<file path="config.mk">
export PLATFORM = sky130hd
export DESIGN_NAME = georgian_utf8_transliterator_unit
export DESIGN_NICKNAME = d
export VERILOG_FILES = /design/src/hw/rtl/gut_pkg.sv /design/src/hw/rtl/gut_front.sv /design/src/hw/rtl/gut_queue.sv /design/src/hw/rtl/gut_back.sv /design/src/hw/rtl/georgian_utf8_transliterator_unit.sv
export SDC_FILE = /design/constraint.sdc
export NUM_CORES = 1
export LEC_CHECK = 0
export ABC_AREA = 0
export BUFFER_PORTS_ARGS = -buffer_cell sky130_fd_sc_hd__buf_4
export CORE_ASPECT_RATIO = 1.4
export CORE_MARGIN = 2
export CORE_UTILIZATION = 42
export CTS_CLUSTER_SIZE = 8
export DETAILED_ROUTE_END_ITERATION = 12
export PLACE_DENSITY_LB_ADDON = 0.12
export SLEW_MARGIN = 0
export SYNTH_ARGS = -nofsm -noshare
export SYNTH_HDL_FRONTEND = slang
export SYNTH_SLANG_ARGS = --single-unit
</file>
<file path="constraint.sdc">
create_clock -name clk -period 5.3 [get_ports clk]
set_input_delay 0.53 -clock clk [delete_from_list [all_inputs] [get_ports clk]]
set_output_delay 0.53 -clock clk [all_outputs]
set_load 0.005 [all_outputs]
</file>
<file path="src/hw/rtl/gut_pkg.sv">
// shared types, byte codes and the letter table of the transliterator
package gut_pkg;

  localparam logic [7:0] LEAD_BYTE = 8'hE1;
  localparam logic [7:0] MID_BYTE  = 8'h83;
  localparam logic [7:0] TAIL_LOW  = 8'h90;
  localparam logic [7:0] TAIL_HIGH = 8'hBF;

  // one run of output bytes caused by a single input beat, first byte in slot 0
  typedef struct packed {
    logic [0:3][7:0] bytes;
    logic [2:0]      len;
    logic            text_end;
  } run_t;

  // request from the front part into the run queue
  typedef struct packed {
    logic valid;
    run_t run;
  } q_push_t;

  // queue status seen by the front and back parts
  typedef struct packed {
    logic full;
    logic empty;
  } q_stat_t;

  // latin replacement of one letter
  typedef struct packed {
    logic [2:0]       len;
    logic [0:3][7:0]  bytes;
  } latin_t;

  // indexed by code point minus U+10D0; zero length means unmapped
  function automatic latin_t latin_lookup(input logic [5:0] idx);
    latin_t m;
    case (idx)
      6'd0:    m = '{3'd1, 32'h6100_0000};
      6'd1:    m = '{3'd1, 32'h6200_0000};
      6'd2:    m = '{3'd1, 32'h6700_0000};
      6'd3:    m = '{3'd1, 32'h6400_0000};
      6'd4:    m = '{3'd1, 32'h6500_0000};
      6'd5:    m = '{3'd1, 32'h7600_0000};
      6'd6:    m = '{3'd1, 32'h7A00_0000};
      6'd7:    m = '{3'd2, 32'h7468_0000};
      6'd8:    m = '{3'd1, 32'h6900_0000};
      6'd9:    m = '{3'd1, 32'h6B00_0000};
      6'd10:   m = '{3'd1, 32'h6C00_0000};
      6'd11:   m = '{3'd1, 32'h6D00_0000};
      6'd12:   m = '{3'd1, 32'h6E00_0000};
      6'd13:   m = '{3'd1, 32'h6F00_0000};
      6'd14:   m = '{3'd1, 32'h7000_0000};
      6'd15:   m = '{3'd2, 32'hC5BE_0000};
      6'd16:   m = '{3'd1, 32'h7200_0000};
      6'd17:   m = '{3'd1, 32'h7300_0000};
      6'd18:   m = '{3'd1, 32'h7400_0000};
      6'd19:   m = '{3'd1, 32'h7500_0000};
      6'd20:   m = '{3'd2, 32'h7068_0000};
      6'd21:   m = '{3'd2, 32'h6B68_0000};
      6'd22:   m = '{3'd3, 32'hE1B8_A100};
      6'd23:   m = '{3'd1, 32'h7100_0000};
      6'd24:   m = '{3'd2, 32'hC5A1_0000};
      6'd25:   m = '{3'd4, 32'hC48D_C48D};
      6'd26:   m = '{3'd2, 32'h6363_0000};
      6'd27:   m = '{3'd2, 32'h647A_0000};
      6'd28:   m = '{3'd1, 32'h6300_0000};
      6'd29:   m = '{3'd2, 32'hC48D_0000};
      6'd30:   m = '{3'd1, 32'h7800_0000};
      6'd31:   m = '{3'd1, 32'h6A00_0000};
      6'd32:   m = '{3'd1, 32'h6800_0000};
      6'd33:   m = '{3'd2, 32'h6579_0000};
      6'd34:   m = '{3'd2, 32'h7965_0000};
      6'd35:   m = '{3'd1, 32'h7700_0000};
      6'd36:   m = '{3'd2, 32'h7168_0000};
      6'd37:   m = '{3'd2, 32'hC58D_0000};
      6'd39:   m = '{3'd2, 32'hC3AB_0000};
      6'd40:   m = '{3'd1, 32'h2700_0000};
      default: m = '{3'd0, 32'h0000_0000};
    endcase
    return m;
  endfunction

endpackage

</file>
<file path="src/hw/rtl/gut_front.sv">
// front part: prefix tracking and classification of each input beat into a run
module gut_front (
  input  logic              clk,
  input  logic              rst_n,
  input  logic              in_valid,
  output logic              in_ready,
  input  logic [7:0]        in_byte,
  input  logic              in_text_last,
  input  gut_pkg::q_stat_t  q_stat,
  output gut_pkg::q_push_t  push
);
  import gut_pkg::*;

  typedef enum logic [2:0] {
    STG_IDLE = 3'b001,
    STG_LEAD = 3'b010,
    STG_MID  = 3'b100
  } stage_t;

  stage_t     stage_r, stage_nxt;
  run_t       run;
  latin_t     lat;
  logic [5:0] tail_off;
  logic       in_tail;
  logic       accept;

  assign in_ready = !q_stat.full;
  assign accept   = in_valid && in_ready;
  assign tail_off = 6'(in_byte - TAIL_LOW);
  assign in_tail  = (in_byte >= TAIL_LOW) && (in_byte <= TAIL_HIGH);
  assign lat      = latin_lookup(tail_off);

  // classify the beat against the pending prefix
  always_comb begin
    stage_nxt    = STG_IDLE;
    run.bytes    = '0;
    run.len      = 3'd0;
    run.text_end = in_text_last;
    unique case (stage_r)
      STG_LEAD: begin
        if (in_byte == MID_BYTE) begin
          if (in_text_last) begin
            run.bytes = {LEAD_BYTE, MID_BYTE, 16'h0000};
            run.len   = 3'd2;
          end else begin
            stage_nxt = STG_MID;
          end
        end else if (in_byte == LEAD_BYTE) begin
          if (in_text_last) begin
            run.bytes = {LEAD_BYTE, LEAD_BYTE, 16'h0000};
            run.len   = 3'd2;
          end else begin
            run.bytes = {LEAD_BYTE, 24'h000000};
            run.len   = 3'd1;
            stage_nxt = STG_LEAD;
          end
        end else begin
          run.bytes = {LEAD_BYTE, in_byte, 16'h0000};
          run.len   = 3'd2;
        end
      end
      STG_MID: begin
        if (in_tail) begin
          if (lat.len != 3'd0) begin
            run.bytes = lat.bytes;
            run.len   = lat.len;
          end else begin
            // unmapped letter goes out as its own three bytes
            run.bytes = {LEAD_BYTE, MID_BYTE, in_byte, 8'h00};
            run.len   = 3'd3;
          end
        end else if (in_byte == LEAD_BYTE) begin
          if (in_text_last) begin
            run.bytes = {LEAD_BYTE, MID_BYTE, LEAD_BYTE, 8'h00};
            run.len   = 3'd3;
          end else begin
            run.bytes = {LEAD_BYTE, MID_BYTE, 16'h0000};
            run.len   = 3'd2;
            stage_nxt = STG_LEAD;
          end
        end else begin
          run.bytes = {LEAD_BYTE, MID_BYTE, in_byte, 8'h00};
          run.len   = 3'd3;
        end
      end
      default: begin
        if (in_byte == LEAD_BYTE) begin
          if (in_text_last) begin
            run.bytes = {LEAD_BYTE, 24'h000000};
            run.len   = 3'd1;
          end else begin
            stage_nxt = STG_LEAD;
          end
        end else begin
          run.bytes = {in_byte, 24'h000000};
          run.len   = 3'd1;
        end
      end
    endcase
  end

  // only beats that produce bytes enter the queue
  assign push.valid = accept && (run.len != 3'd0);
  assign push.run   = run;

  // prefix state
  always_ff @(posedge clk) begin
    if (!rst_n) begin
      stage_r <= STG_IDLE;
    end else if (accept) begin
      stage_r <= stage_nxt;
    end
  end

endmodule

</file>
<file path="src/hw/rtl/gut_queue.sv">
// two-entry run queue between the front and back parts
module gut_queue (
  input  logic              clk,
  input  logic              rst_n,
  input  gut_pkg::q_push_t  push,
  input  logic              pop,
  output gut_pkg::run_t     head,
  output gut_pkg::q_stat_t  q_stat
);
  import gut_pkg::*;

  run_t       mem_r [2];
  logic       wr_ptr_r, wr_ptr_nxt;
  logic       rd_ptr_r, rd_ptr_nxt;
  logic [1:0] count_r, count_nxt;
  logic       do_push;
  logic       do_pop;

  assign q_stat.full  = (count_r == 2'd2);
  assign q_stat.empty = (count_r == 2'd0);
  assign do_push      = push.valid && !q_stat.full;
  assign do_pop       = pop && !q_stat.empty;
  assign head         = mem_r[rd_ptr_r];

  // pointer and fill count update
  always_comb begin
    wr_ptr_nxt = do_push ? !wr_ptr_r : wr_ptr_r;
    rd_ptr_nxt = do_pop  ? !rd_ptr_r : rd_ptr_r;
    count_nxt  = count_r + {1'b0, do_push} - {1'b0, do_pop};
  end

  always_ff @(posedge clk) begin
    if (!rst_n) begin
      wr_ptr_r <= 1'b0;
      rd_ptr_r <= 1'b0;
      count_r  <= 2'd0;
    end else begin
      wr_ptr_r <= wr_ptr_nxt;
      rd_ptr_r <= rd_ptr_nxt;
      count_r  <= count_nxt;
    end
  end

  // run storage
  always_ff @(posedge clk) begin
    if (do_push) begin
      mem_r[wr_ptr_r] <= push.run;
    end
  end

endmodule

</file>
<file path="src/hw/rtl/gut_back.sv">
// back part: sends the bytes of the head run one beat at a time
module gut_back (
  input  logic              clk,
  input  logic              rst_n,
  input  gut_pkg::run_t     head,
  input  gut_pkg::q_stat_t  q_stat,
  output logic              pop,
  output logic              out_valid,
  input  logic              out_ready,
  output logic [7:0]        out_byte,
  output logic              out_run_last,
  output logic              out_text_end
);
  import gut_pkg::*;

  logic [1:0] idx_r, idx_nxt;
  logic       at_last;
  logic       beat;

  assign out_valid    = !q_stat.empty;
  assign out_byte     = head.bytes[idx_r];
  assign at_last      = ({1'b0, idx_r} + 3'd1) == head.len;
  assign out_run_last = at_last;
  assign out_text_end = at_last && head.text_end;
  assign beat         = out_valid && out_ready;
  assign pop          = beat && at_last;

  // byte index within the head run
  always_comb begin
    idx_nxt = idx_r;
    if (pop) begin
      idx_nxt = 2'd0;
    end else if (beat) begin
      idx_nxt = idx_r + 2'd1;
    end
  end

  always_ff @(posedge clk) begin
    if (!rst_n) begin
      idx_r <= 2'd0;
    end else begin
      idx_r <= idx_nxt;
    end
  end

endmodule

</file>
<file path="src/hw/rtl/georgian_utf8_transliterator_unit.sv">
// top level of the georgian to latin utf-8 transliterator
//
// Input channel (in_valid/in_ready): one text byte per beat with in_text_last
// on the final byte of the text. Output channel (out_valid/out_ready): one
// result byte per beat; out_run_last marks the last byte caused by one input
// beat, out_text_end the final byte of the whole text.
// The bytes E1 and E1 83 are held back until the letter completes or breaks;
// mapped letters are replaced by 1 to 4 latin bytes, everything else is copied.
// Each run is registered in the queue before its first byte appears on out_byte.
// Throughput: one input beat per cycle while runs are one byte long and out_ready
// stays high; a longer run holds the output until all its bytes have gone out on the single output byte lane.
// The run queue stores up to two runs between the parts, so input is taken while a
// result waits; in_ready drops only when both queue entries are full.
// Reset clears the prefix state, the queue and the byte index.
// A stalled receiver keeps out_byte steady and fills the queue, then stalls
// the sender; no byte is dropped or repeated.
module georgian_utf8_transliterator_unit (
  input  logic       clk,
  input  logic       rst_n,
  input  logic       in_valid,
  output logic       in_ready,
  input  logic [7:0] in_byte,
  input  logic       in_text_last,
  output logic       out_valid,
  input  logic       out_ready,
  output logic [7:0] out_byte,
  output logic       out_run_last,
  output logic       out_text_end
);
  import gut_pkg::*;

  q_push_t push;
  q_stat_t q_stat;
  run_t    head;
  logic    pop;

  // classification of input beats
  gut_front u_front (
    .clk          (clk),
    .rst_n        (rst_n),
    .in_valid     (in_valid),
    .in_ready     (in_ready),
    .in_byte      (in_byte),
    .in_text_last (in_text_last),
    .q_stat       (q_stat),
    .push         (push)
  );

  // run queue
  gut_queue u_queue (
    .clk    (clk),
    .rst_n  (rst_n),
    .push   (push),
    .pop    (pop),
    .head   (head),
    .q_stat (q_stat)
  );

  // byte sequencer
  gut_back u_back (
    .clk          (clk),
    .rst_n        (rst_n),
    .head         (head),
    .q_stat       (q_stat),
    .pop          (pop),
    .out_valid    (out_valid),
    .out_ready    (out_ready),
    .out_byte     (out_byte),
    .out_run_last (out_run_last),
    .out_text_end (out_text_end)
  );

  // a run at the queue head always holds one to four bytes
  a_head_len: assert property (@(posedge clk) disable iff (!rst_n)
    out_valid |-> (head.len != 3'd0) && (head.len <= 3'd4))
    else $error("queue head run has an illegal length");

  // the final text byte always produces a run
  a_last_pushes: assert property (@(posedge clk) disable iff (!rst_n)
    (in_valid && in_ready && in_text_last) |-> push.valid)
    else $error("end of text produced no output run");

  // the front never pushes into a full queue
  a_no_overflow: assert property (@(posedge clk) disable iff (!rst_n)
    push.valid |-> !q_stat.full)
    else $error("run pushed into a full queue");

  // a pop with no push never leaves the queue full
  a_pop_empty: assert property (@(posedge clk) disable iff (!rst_n)
    (pop && !push.valid && q_stat.empty == 1'b0 && $past(q_stat.empty))
      |=> (q_stat.empty || !q_stat.full))
    else $error("queue count went wrong after a pop");

endmodule
</file>
==> metrics.md <==
| Metric | Value |
|---|---|
| Mapped Avg Cell Area | `10.3 µm²` |
| Area of the multi-input gates | `about 2000 µm²` |
| # port buffers | `24` |
| Drt pass-1 iters | `5` |
| Worst path cell trace | `buf_4 > inv_2 > ha_1 > nand3b_1 > nor2_1 > or2_2 > o211ai_1 > a31oi_1 > a31oi_1 > nor2b_2 > buf_4` |
| Final Hold Fails | `0` |
| CTS tree | `built` |
| CTS H-tree lvls | `3` |
| PwrDens | `350 nW/µm²` |
| First DRT Iteration DRCs | `307` |
| Yosys synthesis warning count | `0` |
| Reg area | `1880 µm²` |
| Leak | `1.64 nW` |
| Share of the synthesized area in the top cell type | `0.412` |
| Final Util | `0.483` |
| Final Max Tran Viols | `0` |
| Unrepaired setup endpoints after global routing | `no` |
| Largest net degree at the start of global routing | `42` |
| Post-synth EDFFs | `56` |
| TritonCTS buffer count | `9` |
| Req. time, crit path | `5.28 ns` |
| Sequential share of the synthesized area | `0.461` |
| CTS root buf | `clkbuf_16` |
| Sw Pwr | `0.447 mW` |
| Sw Ratio | `0.279` |
| Hold depth | `2` |
| Area growth syn-to-layout | `11.9%` |
| Max frequency | `between 0.3 and 0.4 GHz` |
| Top cells by count, synth | `edfxtp_1 (56), nand2_1 (37), nor2_1 (27)` |
| Worst slew pin tran | `about 0.7 ns` |
| Post-synth top flop | `edfxtp_1` |
| Filler cells | `893` |
| Net Count, Synth | `421` |
| GRT overflow | `0` |
| Yosys top cell by area | `edfxtp_1` |
| # DRC | `0` |
| I/O pins | `25` |
| Worst slack at placement | `1.81 ns` |
| Nets | `436` |
| Crit path kind | `in -> reg` |
| Hold_buf cts | `0` |
| Min Tclk post-route | `3.22 ns` |
| Routed vias | `3,211` |
| Hold Crit Class | `in -> reg` |
| Number of synthesized register bits | `66` |
| Layout cells sized above 1 | `0.157` |
| Cell variety after synth | `67` |
| Post-CTS Setup Inserts | `0` |
| Setup ws final | `around 2.1 ns` |
| Global Route Usage Sum | `0.204` |
| Synth Instances | `395` |
| Max VDD drop | `0.146 mV` |
| Row count | `42` |
| # setup viols final | `0` |
| Critical path launch point type | `input pin` |
| Count leader, synth | `edfxtp_1` |
| CTS Sinks | `66` |
| Worst Setup End Kind | `flip-flop` |
| Int Power | `approximately 1.2 mW` |
| DRT Wirelength | `10,200 µm` |
| Clk slew on worst S/H paths | `0.05 ns` |
| Vias/cell | `6.12` |
| First-pass GRT wire length | `16,200 µm` |
| Max stage delay cell, worst path | `ha_1` |
| Critical path peak fanout | `28` |
| Part of the power in registers | `0.421` |
| Final antenna-violating net count | `0` |
| Die Ht | `121 µm` |
| Final setup TNS | `0 ns` |
| MaxCap Viol Count | `0` |
| # diodes | `0` |
| Die footprint | `about 11,000 µm²` |
| Die W | `87.3 µm` |
| Async SR Flop Fraction | `0` |
| Worst path arrival time | `3.20 ns` |
| Crit share post-route | `0.607` |
| Clock share of power | `0.313` |
| Core ar. | `roughly 9500 µm²` |
| Status | `complete, no violations` |
| Post-CTS sizing | `0` |
| Drt wl/cell | `19.3 µm` |
| Initial antenna violation count | `0` |
| GP Congestion | `0.934` |
| Synth top area cells | `edfxtp_1 (41%), dfxtp_1 (4.9%), mux4_2 (4.4%)` |
| Worst slew margin | `0.533` |
| Starting Density | `0.432` |
| Cells on worst reg2reg path | `7` |
| Number of global-route vias before repair | `slightly above 3,000` |
| Worst clock skew | `approximately 0.0080 ns` |
| Cell Area, Synth | `4080 µm²` |
| Combinational Power Share | `0.266` |
| HPWL after DPL | `7520 µm` |
| Clk buf depth | `2` |
| Max incr delay on CP | `0.43 ns` |
| Clk Latency, worst-skew pair | `0.32 ns` |
-- path summary, 6_finish.rpt --
path	startpoint	end	slack (ns)
worst max-delay path	in_byte[4]	u_queue.mem_r[0][25]$_DFFE_PP_	2.08
worst min-delay path	rst_n	u_front.stage_r[0]$_SDFFE_PN1P_	0.48
worst max register to register	u_front.stage_r[1]$_SDFFE_PN0P_	u_queue.mem_r[0][25]$_DFFE_PP_	2.66
worst min register to register	u_front.stage_r[0]$_SDFFE_PN1P_	u_front.stage_r[0]$_SDFFE_PN1P_	0.55
-- cell families after synthesis --
logic type	count (synthesis)	synth area share
AOI/OAI and AO/OA	110	0.184
xor gates and xnor gates	8	0.0172
adders and majority gates	13	0.0398
buffers and inverters	46	0.0493
DFF	66	0.461
muxes	25	0.0858
and+or+nand+nor	127	0.163
-- cell usage in the layout (no fill, tap or decap), drive strengths merged, types with 4 or more instances in the layout --
cell	instances
buf	28
nor3b	5
nand2b	5
clkbuf	12
a21oi	24
o22ai	10
a21o	4
ha	13
nor3	6
mux2i	17
nand2	38
nor4	4
nor2b	5
mux4	8
dfxtp	10
edfxtp	56
o21ai	23
clkinv	6
inv	20
o221ai	7
xnor2	5
a31oi	6
o211ai	8
nor2	28
nand3	10
or2	5
and2	8
-- flip-flops by register name, indices dropped and copies added, names as in the netlist, named ones only --
register / cells
u_queue.mem_r: 56
u_front.stage_r: 3
u_back.idx_r: 2
u_queue.count_r: 2
u_queue.rd_ptr_r: 1
u_queue.wr_ptr_r: 1
-- critical path: cells and delay by family --
kind                       cells  cell delay (ns)
adders and majority gates      1             0.43
buffers and inverters          3             0.74
and+or+nand+nor                4             0.79
AOI/OAI and AO/OA              3             0.69
-- metrics by stage --
| stage | instance area (µm²) | hold WS, ns | cells | power, mW |
|---|---|---|---|---|
| floorplan | 4080 | 0.507 | 395 | 0.965 |
| global placement | 4310 | 0.534 | 509 | 1.11 |
| detailed placement | 4310 | 0.553 | 509 | 1.11 |
| CTS | 4570 | 0.461 | 525 | 1.62 |
| global route | 4570 | 0.470 | 525 | 1.69 |
| finish | 4570 | 0.477 | 525 | 1.60 |
-- layout make-up --
| type | instances | area share |
|---|---|---|
| inverter | 22 | 0.0181 |
| clock inverter | 4 | 0.00411 |
| multi-input combinational | 283 | 0.438 |
| sequential | 66 | 0.412 |
| clock buffer | 12 | 0.0518 |
| timing repair buffer | 28 | 0.0460 |
| tap | 110 | 0.0301 |
-- power by group through the flow --
stage          sequential, mW  clock (mW)  combinational [mW]
5_1_grt                 0.683       0.538               0.472
4_1_cts                 0.676       0.515               0.429
6_report                0.674       0.502               0.425
3_5_place_dp            0.686           0               0.427
2_1_floorplan           0.669           0               0.296
3_3_place_gp            0.681           0               0.430
-- metal layers --
metal	global-route usage	share of wire
met3	0.0341	0.051
met2	0.332	0.50
met4	0.107	0.044
met5	0	0
met1	0.256	0.40
No activity file was read; power rests on OpenSTA's default activity.
